File: config.mk
export PLATFORM = sky130hd
export DESIGN_NAME = multi_key_click_hold_classifier
export DESIGN_NICKNAME = d
export VERILOG_FILES = /design/src/rtl/mkc_pkg.sv /design/src/rtl/multi_key_click_hold_classifier.sv /design/src/rtl/mkc_key_unit.sv /design/src/rtl/mkc_event_buf.sv
export SDC_FILE = /design/constraint.sdc
export NUM_CORES = 1
export LEC_CHECK = 0
export BUFFER_PORTS_ARGS = -buffer_cell sky130_fd_sc_hd__buf_2
export CAP_MARGIN = 20
export CELL_PAD_IN_SITES_DETAIL_PLACEMENT = 0
export CELL_PAD_IN_SITES_GLOBAL_PLACEMENT = 1
export CORE_MARGIN = 5
export CORE_UTILIZATION = 55
export CTS_BUF_LIST = sky130_fd_sc_hd__clkbuf_8 sky130_fd_sc_hd__clkbuf_16
export DETAILED_ROUTE_END_ITERATION = 6
export PLACE_DENSITY_LB_ADDON = 0.1
export SLEW_MARGIN = 20
export SYNTH_ARGS = -nofsm -noshare
export SYNTH_HDL_FRONTEND = slang
export SYNTH_SLANG_ARGS = --single-unit
File: constraint.sdc
create_clock -name clk -period 18.6 [get_ports clk]
set_clock_uncertainty 0.15 [all_clocks]
set_input_delay 2.79 -clock clk [delete_from_list [all_inputs] [get_ports clk]]
set_output_delay 2.79 -clock clk [all_outputs]
set_load 0.05 [all_outputs]
File: src/rtl/mkc_pkg.sv
package mkc_pkg;

	// Block constants
	localparam int KEY_COUNT      = 4;
	localparam int DEBOUNCE_TICKS = 4;
	localparam int COUNT_WIDTH    = 16;

	// Fixed sizes: four key slots, 16-bit threshold fields, two events per key
	localparam int SLOTS     = 4;
	localparam int FIELD_W   = 16;
	localparam int BUF_DEPTH = 2 * SLOTS;
	localparam int BUF_IDX_W = 3;
	localparam int BUF_CNT_W = 4;

	localparam logic [1:0]         KEY_LAST     = 2'(KEY_COUNT - 1);
	localparam logic [FIELD_W-1:0] DEBOUNCE_LIM = FIELD_W'(DEBOUNCE_TICKS);
	localparam logic [COUNT_WIDTH-1:0] CNT_MAX  = '1;
	localparam logic [1:0]         CLICK_MAX    = 2'd3;

	// Key modes
	localparam logic [1:0] MODE_RELEASED = 2'd0;
	localparam logic [1:0] MODE_DOWN     = 2'd1;
	localparam logic [1:0] MODE_HOLD     = 2'd2;

	// Event kinds
	localparam logic [2:0] EV_HOLD    = 3'd0;
	localparam logic [2:0] EV_LONG    = 3'd1;
	localparam logic [2:0] EV_SINGLE  = 3'd2;
	localparam logic [2:0] EV_RELEASE = 3'd5;

	// Pending event codes
	localparam logic [2:0] PEND_NONE = 3'd0;
	localparam logic [2:0] PEND_HOLD = 3'd4;
	localparam logic [2:0] PEND_LONG = 3'd5;

	// Register indexes
	localparam logic [1:0] CFG_INTERVAL = 2'd0;
	localparam logic [1:0] CFG_HOLD     = 2'd1;
	localparam logic [1:0] CFG_LONG     = 2'd2;
	localparam logic [1:0] CFG_RELEASE  = 2'd3;

	typedef struct packed {
		logic [1:0] key;
		logic [2:0] kind;
		logic [2:0] rel;
	} event_t;

	typedef struct packed {
		logic [COUNT_WIDTH-1:0] down;
		logic [COUNT_WIDTH-1:0] up;
		logic [1:0]             click;
		logic [1:0]             mode;
		logic [2:0]             pend;
	} key_state_t;

	typedef struct packed {
		logic   ev0_valid;
		event_t ev0;
		logic   ev1_valid;
		event_t ev1;
	} key_events_t;

	function automatic logic [COUNT_WIDTH-1:0] sat_cnt(input logic [COUNT_WIDTH-1:0] v);
		return (v == CNT_MAX) ? CNT_MAX : v + 1'b1;
	endfunction

	function automatic logic [1:0] sat_click(input logic [1:0] v);
		return (v == CLICK_MAX) ? CLICK_MAX : v + 1'b1;
	endfunction

endpackage

File: src/rtl/multi_key_click_hold_classifier.sv
// Multi-key click, hold and long-press classifier.
//
// Input channel: one request per scan tick, pressed_mask holds the pressed
// bit of every key. Output channel: one request per event, with key_index,
// event_kind, released_event and last, which marks the final event of a tick.
// A tick with no events produces no output request.
//
// One shared key update unit visits the keys one per cycle. A tick is
// accepted, then every key is scanned, then events move into the output
// register one per cycle while the output does not stall, and the sequence
// returns to idle once the buffer is seen empty; a tick has 0..8 events at four keys.
// in_stall stays high from acceptance until every event of the tick has been
// moved to the output register; the last event may still wait there while
// the next tick is scanned.
//
// The user writes configuration through cfg_we / cfg_index / cfg_data while
// idle; the block does not enforce this. Reset clears the configuration and
// key state; all keys start released. A stalled receiver holds the output
// register and the drain, which in turn holds in_stall high.
module multi_key_click_hold_classifier (
	input  logic        clk,
	input  logic        arst_n,
	input  logic        cfg_we,
	input  logic [1:0]  cfg_index,
	input  logic [63:0] cfg_data,
	input  logic        in_valid,
	output logic        in_stall,
	input  logic [3:0]  pressed_mask,
	output logic        out_valid,
	input  logic        out_stall,
	output logic [1:0]  key_index,
	output logic [2:0]  event_kind,
	output logic [2:0]  released_event,
	output logic        last
);
	import mkc_pkg::*;

	typedef enum logic [2:0] {
		ST_IDLE  = 3'b001,
		ST_SCAN  = 3'b010,
		ST_DRAIN = 3'b100
	} seq_state_t;

	seq_state_t  state_q;
	logic [1:0]  key_q;
	logic [3:0]  mask_q;
	logic [63:0] interval_q;
	logic [63:0] hold_q;
	logic [63:0] long_q;
	logic [3:0]  rel_en_q;
	key_state_t  keys_q [SLOTS];
	key_state_t  nxt;
	key_events_t evs;
	logic        accept;
	logic        drained;

	assign in_stall = (state_q != ST_IDLE);
	assign accept   = in_valid && !in_stall;

	// Configuration registers
	always_ff @(posedge clk or negedge arst_n) begin
		if (!arst_n) begin
			interval_q <= '0;
			hold_q <= '0;
			long_q <= '0;
			rel_en_q <= '0;
		end else if (cfg_we) begin
			unique case (cfg_index)
				CFG_INTERVAL: interval_q <= cfg_data;
				CFG_HOLD:     hold_q <= cfg_data;
				CFG_LONG:     long_q <= cfg_data;
				CFG_RELEASE:  rel_en_q <= cfg_data[3:0];
				default: ;
			endcase
		end
	end

	mkc_key_unit u_key (
		.pressed  (mask_q[key_q]),
		.key      (key_q),
		.cur      (keys_q[key_q]),
		.interval (interval_q[{key_q, 4'b0000} +: FIELD_W]),
		.hold     (hold_q[{key_q, 4'b0000} +: FIELD_W]),
		.lng      (long_q[{key_q, 4'b0000} +: FIELD_W]),
		.rel_en   (rel_en_q[key_q]),
		.nxt      (nxt),
		.evs      (evs)
	);

	// Sequence: accept a tick, visit each key, drain the events
	always_ff @(posedge clk or negedge arst_n) begin
		if (!arst_n) begin
			state_q <= ST_IDLE;
			key_q <= '0;
		end else begin
			unique case (state_q)
				ST_IDLE: begin
					if (accept) begin
						key_q <= '0;
						state_q <= ST_SCAN;
					end
				end
				ST_SCAN: begin
					if (key_q == KEY_LAST) begin
						state_q <= ST_DRAIN;
					end else begin
						key_q <= key_q + 1'b1;
					end
				end
				ST_DRAIN: begin
					if (drained) begin
						state_q <= ST_IDLE;
					end
				end
				default: state_q <= ST_IDLE;
			endcase
		end
	end

	always_ff @(posedge clk) begin
		if (accept) begin
			mask_q <= pressed_mask;
		end
	end

	// Write back the visited key
	always_ff @(posedge clk or negedge arst_n) begin
		if (!arst_n) begin
			for (int i = 0; i < SLOTS; i++) begin
				keys_q[i] <= '{down: '0, up: '0, click: 2'd0, mode: MODE_RELEASED,
					pend: PEND_NONE};
			end
		end else if (state_q == ST_SCAN) begin
			keys_q[key_q] <= nxt;
		end
	end

	mkc_event_buf u_buf (
		.clk            (clk),
		.arst_n         (arst_n),
		.clr            (accept),
		.wr_en          (state_q == ST_SCAN),
		.evs            (evs),
		.drain_en       (state_q == ST_DRAIN),
		.drained        (drained),
		.out_valid      (out_valid),
		.out_stall      (out_stall),
		.key_index      (key_index),
		.event_kind     (event_kind),
		.released_event (released_event),
		.last           (last)
	);

endmodule

File: src/rtl/mkc_key_unit.sv
module mkc_key_unit (
	input  logic                     pressed,
	input  logic [1:0]               key,
	input  mkc_pkg::key_state_t      cur,
	input  logic [mkc_pkg::FIELD_W-1:0] interval,
	input  logic [mkc_pkg::FIELD_W-1:0] hold,
	input  logic [mkc_pkg::FIELD_W-1:0] lng,
	input  logic                     rel_en,
	output mkc_pkg::key_state_t      nxt,
	output mkc_pkg::key_events_t     evs
);
	import mkc_pkg::*;

	logic [COUNT_WIDTH-1:0] d1;
	logic [COUNT_WIDTH-1:0] u1;
	logic [1:0]             c1;
	logic [2:0]             p1;

	// Update one key for one scan tick
	always_comb begin
		nxt = cur;
		evs = '0;
		evs.ev0.key = key;
		evs.ev1.key = key;
		d1 = sat_cnt(cur.down);
		u1 = sat_cnt(cur.up);
		c1 = cur.click;
		p1 = cur.pend;
		if (!pressed) begin
			// count a click on release after a debounced press
			if (FIELD_W'(cur.down) > DEBOUNCE_LIM && cur.mode != MODE_HOLD) begin
				c1 = sat_click(cur.click);
			end
			nxt.down = '0;
			nxt.click = c1;
			if (!(cur.mode == MODE_RELEASED && c1 == 2'd0)) begin
				nxt.up = u1;
				// report clicks once the gap has passed
				if (c1 != 2'd0 && FIELD_W'(u1) > interval) begin
					evs.ev0_valid = 1'b1;
					evs.ev0.kind = EV_SINGLE + 3'(c1 - 2'd1);
					p1 = {1'b0, c1};
					nxt.click = 2'd0;
				end
				nxt.pend = p1;
				// settle into released, handing back the pending event
				if (FIELD_W'(u1) > DEBOUNCE_LIM && (cur.mode != MODE_RELEASED || p1 != PEND_NONE)) begin
					if (p1 != PEND_NONE && rel_en) begin
						evs.ev1_valid = 1'b1;
						evs.ev1.kind = EV_RELEASE;
						evs.ev1.rel = p1;
						nxt.pend = PEND_NONE;
					end
					nxt.mode = MODE_RELEASED;
				end
			end
		end else if (cur.mode != MODE_DOWN) begin
			nxt.down = d1;
			nxt.up = '0;
			if ((hold == '0 && lng == '0) || cur.click != 2'd0) begin
				// confirm press after debounce
				if (FIELD_W'(d1) > DEBOUNCE_LIM) begin
					nxt.down = '0;
					nxt.mode = MODE_DOWN;
					nxt.click = sat_click(cur.click);
				end
			end else if (FIELD_W'(d1) >= hold && cur.mode != MODE_HOLD) begin
				nxt.mode = MODE_HOLD;
				nxt.pend = PEND_HOLD;
				evs.ev0_valid = 1'b1;
				evs.ev0.kind = EV_HOLD;
			end else if (lng != '0 && FIELD_W'(d1) >= lng) begin
				nxt.down = '0;
				nxt.mode = MODE_DOWN;
				nxt.pend = PEND_LONG;
				evs.ev0_valid = 1'b1;
				evs.ev0.kind = EV_LONG;
			end
		end
	end

endmodule

File: src/rtl/mkc_event_buf.sv
module mkc_event_buf (
	input  logic                 clk,
	input  logic                 arst_n,
	input  logic                 clr,
	input  logic                 wr_en,
	input  mkc_pkg::key_events_t evs,
	input  logic                 drain_en,
	output logic                 drained,
	output logic                 out_valid,
	input  logic                 out_stall,
	output logic [1:0]           key_index,
	output logic [2:0]           event_kind,
	output logic [2:0]           released_event,
	output logic                 last
);
	import mkc_pkg::*;

	event_t               buf_q [BUF_DEPTH];
	logic [BUF_CNT_W-1:0] cnt_q;
	logic [BUF_CNT_W-1:0] rd_q;
	logic [BUF_CNT_W-1:0] wr1_cnt;
	logic                 load;
	logic                 out_valid_q;
	event_t               out_ev_q;
	logic                 out_last_q;

	assign wr1_cnt = cnt_q + BUF_CNT_W'(evs.ev0_valid);
	assign drained = (rd_q == cnt_q);
	assign load    = drain_en && !drained && (!out_valid_q || !out_stall);

	// Collect the events of one tick in order
	always_ff @(posedge clk) begin
		if (wr_en && evs.ev0_valid) begin
			buf_q[cnt_q[BUF_IDX_W-1:0]] <= evs.ev0;
		end
		if (wr_en && evs.ev1_valid) begin
			buf_q[wr1_cnt[BUF_IDX_W-1:0]] <= evs.ev1;
		end
	end

	// Advance write count and read pointer
	always_ff @(posedge clk or negedge arst_n) begin
		if (!arst_n) begin
			cnt_q <= '0;
			rd_q <= '0;
		end else if (clr) begin
			cnt_q <= '0;
			rd_q <= '0;
		end else begin
			if (wr_en) begin
				cnt_q <= wr1_cnt + BUF_CNT_W'(evs.ev1_valid);
			end
			if (load) begin
				rd_q <= rd_q + 1'b1;
			end
		end
	end

	// Hold the output request until taken
	always_ff @(posedge clk or negedge arst_n) begin
		if (!arst_n) begin
			out_valid_q <= 1'b0;
		end else if (load) begin
			out_valid_q <= 1'b1;
		end else if (!out_stall) begin
			out_valid_q <= 1'b0;
		end
	end

	always_ff @(posedge clk) begin
		if (load) begin
			out_ev_q <= buf_q[rd_q[BUF_IDX_W-1:0]];
			out_last_q <= (rd_q + 1'b1 == cnt_q);
		end
	end

	assign out_valid      = out_valid_q;
	assign key_index      = out_ev_q.key;
	assign event_kind     = out_ev_q.kind;
	assign released_event = out_ev_q.rel;
	assign last           = out_last_q;

endmodule

Word level (Yosys, flattened, before mapping)
Memory sizes are Yosys's and may differ from the RTL's. A register that Yosys moved wholly into a read port is not among the register bits.
Index checks and enable logic that the tools add are counted.
{"block": "totals", "memories": 1, "in_bits": 75, "out_inout_bits": 11, "mem_bits_rw": 64, "regBits": 371}
{"block": "op_classes", "bitwise_logic": 1, "magnitude_cmp": 9, "n_addsub": 9, "muxes": 73, "shifts": 3, "reduce_logical": 40, "eq_ne": 20}
{"memory": "u_buf.buf_q", "words": 8, "width": 8, "read_ports": 1, "rd_ports_with_merged_regs": 1, "wr": 2, "line_no": "mkc_event_buf.sv:18", "source": "event_t buf_q [BUF_DEPTH];"}
{"operator": "$mux 39", "count": 5}
{"operator": "$shiftx 64x7->16", "count": 3}
{"operator": "$bwmux 156", "count": 1}
{"operator": "$mux 16", "count": 6}
{"operator": "$bmux 39 s2", "count": 1}
{"operator": "$demux 39 s2", "count": 1}
{"operator": "$gt 16x3->1 const B", "count": 3}
{"operator": "$mux 3", "count": 14}
{"operator": "$add 16x1->16 const B", "count": 2}
{"operator": "$eq 16x16->1 const B", "count": 2}
{"operator": "$ge 16x16->1", "count": 2}
{"operator": "$logic_not 16->1", "count": 2}
{"operator": "$mux 6", "count": 4}
{"operator": "$mux 23", "count": 1}
{"operator": "$mux 1", "count": 20}
{"operator": "$mux 4", "count": 5}
{"operator": "$gt 16x16->1", "count": 1}
{"operator": "$mux 2", "count": 8}
{"operator": "$reduce_bool 16->1", "count": 1}
{"operator": "$mux 5", "count": 3}
{"operator": "$logic_and 1x1->1", "count": 14}
{"operator": "$reduce_bool 2->1", "count": 6}
{"operator": "$ne 2x2->1 const B", "count": 5}
{"operator": "$pmux 3 s3", "count": 1}
{"operator": "other kinds (25)", "count": 44}

Logic depth before layout (Yosys ltp)
{"block": "logic_depth", "ltp_word": 22, "mapped_depth": 27, "mapped_depth_nobuf": 24}

Modules after synthesis
From an unflattened synthesis, not the netlist that was laid out.
{"block": "hier_totals", "cells_unflattened": 1679, "hier_area_um2": 23592.6}
{"module": "multi_key_click_hold_classifier", "area_per_inst_um2": 15836.4, "n_inst": 1, "seq_area_each_um2": 9054.9, "cells_each": 889}
{"module": "mkc_event_buf", "area_per_inst_um2": 4307.9, "n_inst": 1, "seq_area_each_um2": 2417.3, "cells_each": 261}
{"module": "mkc_key_unit", "area_per_inst_um2": 3448.3, "n_inst": 1, "seq_area_each_um2": 0.0, "cells_each": 529}

Worst setup path after synthesis
OpenSTA, ideal clock, no wires.
{"block": "synth_timing", "kind": "register to register", "startpoint": "register key_q[0]", "endpoint": "memory u_buf.buf_q[7][0] (netlist name), enable pin", "period_less_slack_ns": 6.365, "required_time_ns": 18.131, "n_path_buf": 6, "slack_ns": 12.235, "path_stages_with_launch": 27, "setup_ns": 0.319, "t_arrival_ns": 5.896, "path_cell_list": "dfrtp_1 -> buf_6 -> buf_12 -> buf_12 -> buf_12 -> mux4_2 -> ha_1 -> nand4_1 -> or4_1 -> clkbuf_1 -> nand2_1 -> inv_1 -> ha_1 -> nand2b_1 -> a211oi_1 -> o21ai_0 -> a2111oi_0 -> o211ai_1 -> a22oi_1 -> o21ai_0 -> ha_1 -> ha_1 -> clkbuf_1 -> xor2_1 -> nand4_1 -> o22a_1 -> inv_1"}
{"element": "start, declared", "line_no": "multi_key_click_hold_classifier.sv:45", "source": "logic [1:0] key_q;"}
{"element": "start signal, assigned", "line_no": "multi_key_click_hold_classifier.sv:107", "source": "key_q <= key_q + 1'b1;"}
{"element": "end, declared", "line_no": "mkc_event_buf.sv:18"}

==> flow_metrics.py <==
metrics = {
    "cts": {
        "clkLatencyLatePin_ns": 0.61,
        "clock_sinks": 443,
        "cts_hold_buffers": 0,
        "ctsResizeCount": 0,
        "cts_inserted_buffers": 47,
        "total_setup_buffers_inserted_after_cts": 0,
        "path_clk_slew_ns": 0.06,
        "ctsHtreeMaxLevel": 2,
        "cts-root-buf": "sky130_fd_sc_hd__clkbuf_16",
        "cts_tree": "done",
        "clock_tree.buffer_depth": 3,
    },
    "detailed_routing": {
        "route.detailed.vias_per_inst": 6.01,
        "detail_route.wirelength_microns": 53200,
        "detail_route.drc_violations": 0,
        "count_of_routing_violations_after_the_opening_detailed_route_iteration": 954,
        "antenna_violating_nets_post_route": 0,
        "firstDrtPassIters": 5,
        "routed-via-count": 15000,
        "routed_wire_length_per_instance_microns": 21.3,
    },
    "power": {
        "power.density_cell_area_nw_per_um2": 127,
        "switching_share_pct": 34.5,
        "seq_power_share_pct": 38.5,
        "combinationalPowerShare_pct": 32.6,
        "power.internal_mw": 2.08,
        "netsw_mw": 1.09,
        "ir_worst_vdd_mv": 0.0817,
        "cellLeakagePower_nw": 10.8,
        "clock_network_fraction_of_design_power_pct": 28.9,
    },
    "final_layout": {
        "antenna_cells_inserted": 0,
        "fillCellCount": 3275,
        "synthToLayoutAreaGrowth_pct": 10.1,
        "nets": 2072,
        "final_core_util_pct": 61.2,
        "area.sequential_sq_um": 11400,
        "layout-drive-gt1-share_pct": 25.9,
        "layout.cell_area.non_filler_sq_um": 25000,
        "multi_input_gate_area_in_the_final_layout_sq_um": 10600,
    },
    "yosys": {
        "synth-seq-cells": 443,
        "post_synth.cell_area_avg_sq_um": 12.0,
        "synth_top_area_cell": "sky130_fd_sc_hd__dfrtp_1",
        "post_synth_most_frequent_cells": "sky130_fd_sc_hd__dfrtp_1 (365), sky130_fd_sc_hd__mux2_2 (210), sky130_fd_sc_hd__nand2_1 (207)",
        "yosysTopAreaCellShare_pct": 40.2,
        "synth_top_flop_cell": "sky130_fd_sc_hd__dfrtp_1",
        "dominant_cell_by_count_in_the_synthesized_netlist": "sky130_fd_sc_hd__dfrtp_1",
        "proportion_of_synthesized_flip_flops_having_asynchronous_set_or_reset_pct": 82.6,
        "ys_warn_count": 0,
        "netlist_area_sq_um": 22700,
        "synth_area_leaders": "sky130_fd_sc_hd__dfrtp_1 (40%), sky130_fd_sc_hd__mux2_2 (10%), sky130_fd_sc_hd__edfxtp_1 (9.1%)",
        "synth.net_count": 2026,
        "syn_inst": 1889,
        "netlist_cell_types": 79,
        "synth_enable_flop_cells": 69,
        "synth_seq_area_share_pct": 50.2,
    },
    "critical_path": {
        "crit_chain": "buf_4 -> mux4_2 -> nand4_1 -> or4_1 -> nand2_1 -> inv_1 -> ha_1 -> nand2b_1 -> a211oi_1 -> o21ai_0 -> a2111oi_0 -> o211ai_1 -> a22oi_1 -> o21ai_0 -> ha_1 -> ha_1 -> xor2_1 -> nand4_1 -> o22a_1 -> inv_1",
        "reg2regPathDepth": 20,
        "worst-path-max-fanout": 40,
        "most_frequent_cp_cell": "sky130_fd_sc_hd__ha_1",
        "timing.critical_path.depth": 20,
        "setup.worst_path.end_class": "flop",
        "worst_setup_path_start_kind": "flop",
        "cp_slowest_stage_delay_ns": 0.80,
        "setup.worst_path.start": "key_q[0]",
        "critical_path_arrival_ns": 7.91,
        "worst-r2r-setup-slack_ns": 10.82,
        "path_class": "reg -> reg",
        "critPathSlowestCell": "sky130_fd_sc_hd__dfrtp_4",
        "worstPathRequired_ns": 18.73,
        "crit_path_end": "u_buf.buf_q[7][1]",
        "r2r_end": "u_buf.buf_q[7][1]",
        "cp_num_buf_inv": 3,
        "worst_reg2reg_path_startpoint": "key_q[0]",
        "crit_family": "compound AO/OA/AOI/OAI gates",
    },
    "die": {
        "boundaryPins": 86,
        "core.rowCount": 74,
        "die-area_sq_um": 45400,
        "floorplan.die.height_microns": 213,
        "die_width_microns": 213,
        "coreArea_sq_um": 40800,
        "start_util_pct": 55.6,
    },
    "min_path": {
        "holdPathStages": 2,
        "hold_class": "reg -> reg",
    },
    "timing": {
        "finalSetupViolCount": 0,
        "max-slew-margin-rel_pct": 30.0,
        "final-hold-violation-count": 0,
        "max_freq_ghz": 0.129,
        "timing_max_transition_violations_final": 0,
        "max_slew.worst_pin.slew_ns": 1.05,
        "period_needed_ns": 7.78,
        "rsz0062_at_grt": "false",
        "finalSetupTns_ns": 0,
        "period_share_pct": 41.8,
    },
    "placed_design": {
        "portBuffers": 85,
        "placement.cell_area_sq_um": 23400,
        "detailedPlacementHpwl_microns": 36900,
        "gp_congestion": 0.871,
    },
    "global_routing": {
        "grtUsageTotal_pct": 24.2,
        "global_route.overflow_total": 0,
        "first_global_vias": 15500,
        "antenna_violations_before_repair": 3,
        "grt_max_degree": 81,
        "grt_pass1_wl_microns": 86900,
    },
    "flow_run": {
        "cap_violations": 0,
    },
    "run_status": {
        "outcome": "complete, no violations",
    },
}
## layout make-up
type | instances | share of cell area [%]
Clock buffer | 59 | 5.37
Clock inverter | 25 | 0.811
Inverter | 72 | 1.08
Multi-Input combinational cell | 1270 | 42.2
Sequential cell | 443 | 45.6
Tap cell | 532 | 2.66
Timing Repair Buffer | 101 | 2.22
## cell usage in the layout, fill, tap and decap left out, types with 62 or more instances in the layout
cell                         n
sky130_fd_sc_hd__nor2_1    131
sky130_fd_sc_hd__o21ai_0   141
sky130_fd_sc_hd__dfrtp_1   363
sky130_fd_sc_hd__ha_1       62
sky130_fd_sc_hd__a21oi_1    77
sky130_fd_sc_hd__mux4_2     84
sky130_fd_sc_hd__nand2_1   203
sky130_fd_sc_hd__mux2_2    210
sky130_fd_sc_hd__edfxtp_1   69
sky130_fd_sc_hd__inv_1      82
sky130_fd_sc_hd__buf_2      84
## metrics by stage
step,instances,setup slack [ns],hold WS (ns),power [mW]
2_1_floorplan,1889,12.23,0.292,1.99
3_3_place_gp,2418,10.90,0.304,2.24
3_5_place_dp,2418,10.78,0.316,2.27
4_1_cts,2502,10.73,0.330,3.20
5_1_grt,2502,10.05,0.347,3.37
6_report,2502,10.82,0.325,3.17
## flip-flops by register name, summed over array words and instances, names as in the netlist, 64 cells and up
register     cells
hold_q          64
interval_q      64
keys_q         156
u_buf.buf_q     64
long_q          64
## worst reg2reg max path, stage by stage, from the launching register on
cell and delay (ns):
sky130_fd_sc_hd__dfrtp_4 0.80, sky130_fd_sc_hd__buf_4 0.73, sky130_fd_sc_hd__mux4_2 0.49, sky130_fd_sc_hd__nand4_1 0.20, sky130_fd_sc_hd__or4_1 0.78, sky130_fd_sc_hd__nand2_1 0.23
sky130_fd_sc_hd__inv_1 0.08, sky130_fd_sc_hd__ha_1 0.26, sky130_fd_sc_hd__nand2b_1 0.14, sky130_fd_sc_hd__a211oi_1 0.23, sky130_fd_sc_hd__o21ai_0 0.11, sky130_fd_sc_hd__a2111oi_0 0.58
sky130_fd_sc_hd__o211ai_1 0.39, sky130_fd_sc_hd__a22oi_1 0.35, sky130_fd_sc_hd__o21ai_0 0.14, sky130_fd_sc_hd__ha_1 0.24, sky130_fd_sc_hd__ha_1 0.27, sky130_fd_sc_hd__xor2_1 0.26
sky130_fd_sc_hd__nand4_1 0.42, sky130_fd_sc_hd__o22a_1 0.40, sky130_fd_sc_hd__inv_1 0.22
## routing by layer
metal  track usage, %  up-vias  routed length (microns)
li1                 -     7021                        -
met1             35.6     7583                    24300
met2             37.4      326                    24700
met3             4.31      104                     2680
met4             7.50        6                     1530
met5                0        -                       27
## cells by family (layout without fill, tap and decap cells)
family	after synthesis	after routing	share of synthesized area [%]
AND/OR/NAND/NOR	500	500	10.3
buffers and inverters	176	257	3.42
XOR/XNOR	28	28	1.08
adder cells (fa/ha/maj)	62	62	3.42
flip-flops	443	443	50.2
multiplexers	324	324	21.5
AO/OA/AOI/OAI	356	356	10.1
## power by group through the flow
stage | combinational (mW) | sequential, mW | clock [mW]
after floorplan | 0.797 | 1.19 | 0
after global placement | 1.01 | 1.23 | 0
after detailed placement | 1.03 | 1.24 | 0
after CTS | 1.03 | 1.22 | 0.942
after global routing | 1.14 | 1.24 | 0.987
final | 1.03 | 1.22 | 0.918
## how the worst min path moves through the flow
stage,from,endpoint,slack (ns)
6_report,keys_q[67],keys_q[67],0.32
5_1_grt,keys_q[86],keys_q[86],0.35
4_1_cts,keys_q[86],keys_q[86],0.33
3_5_place_dp,keys_q[121],keys_q[121],0.32
3_3_place_gp,keys_q[53],keys_q[53],0.30
2_1_floorplan,keys_q[85],keys_q[85],0.29
(Power assumes the default switching activity.)
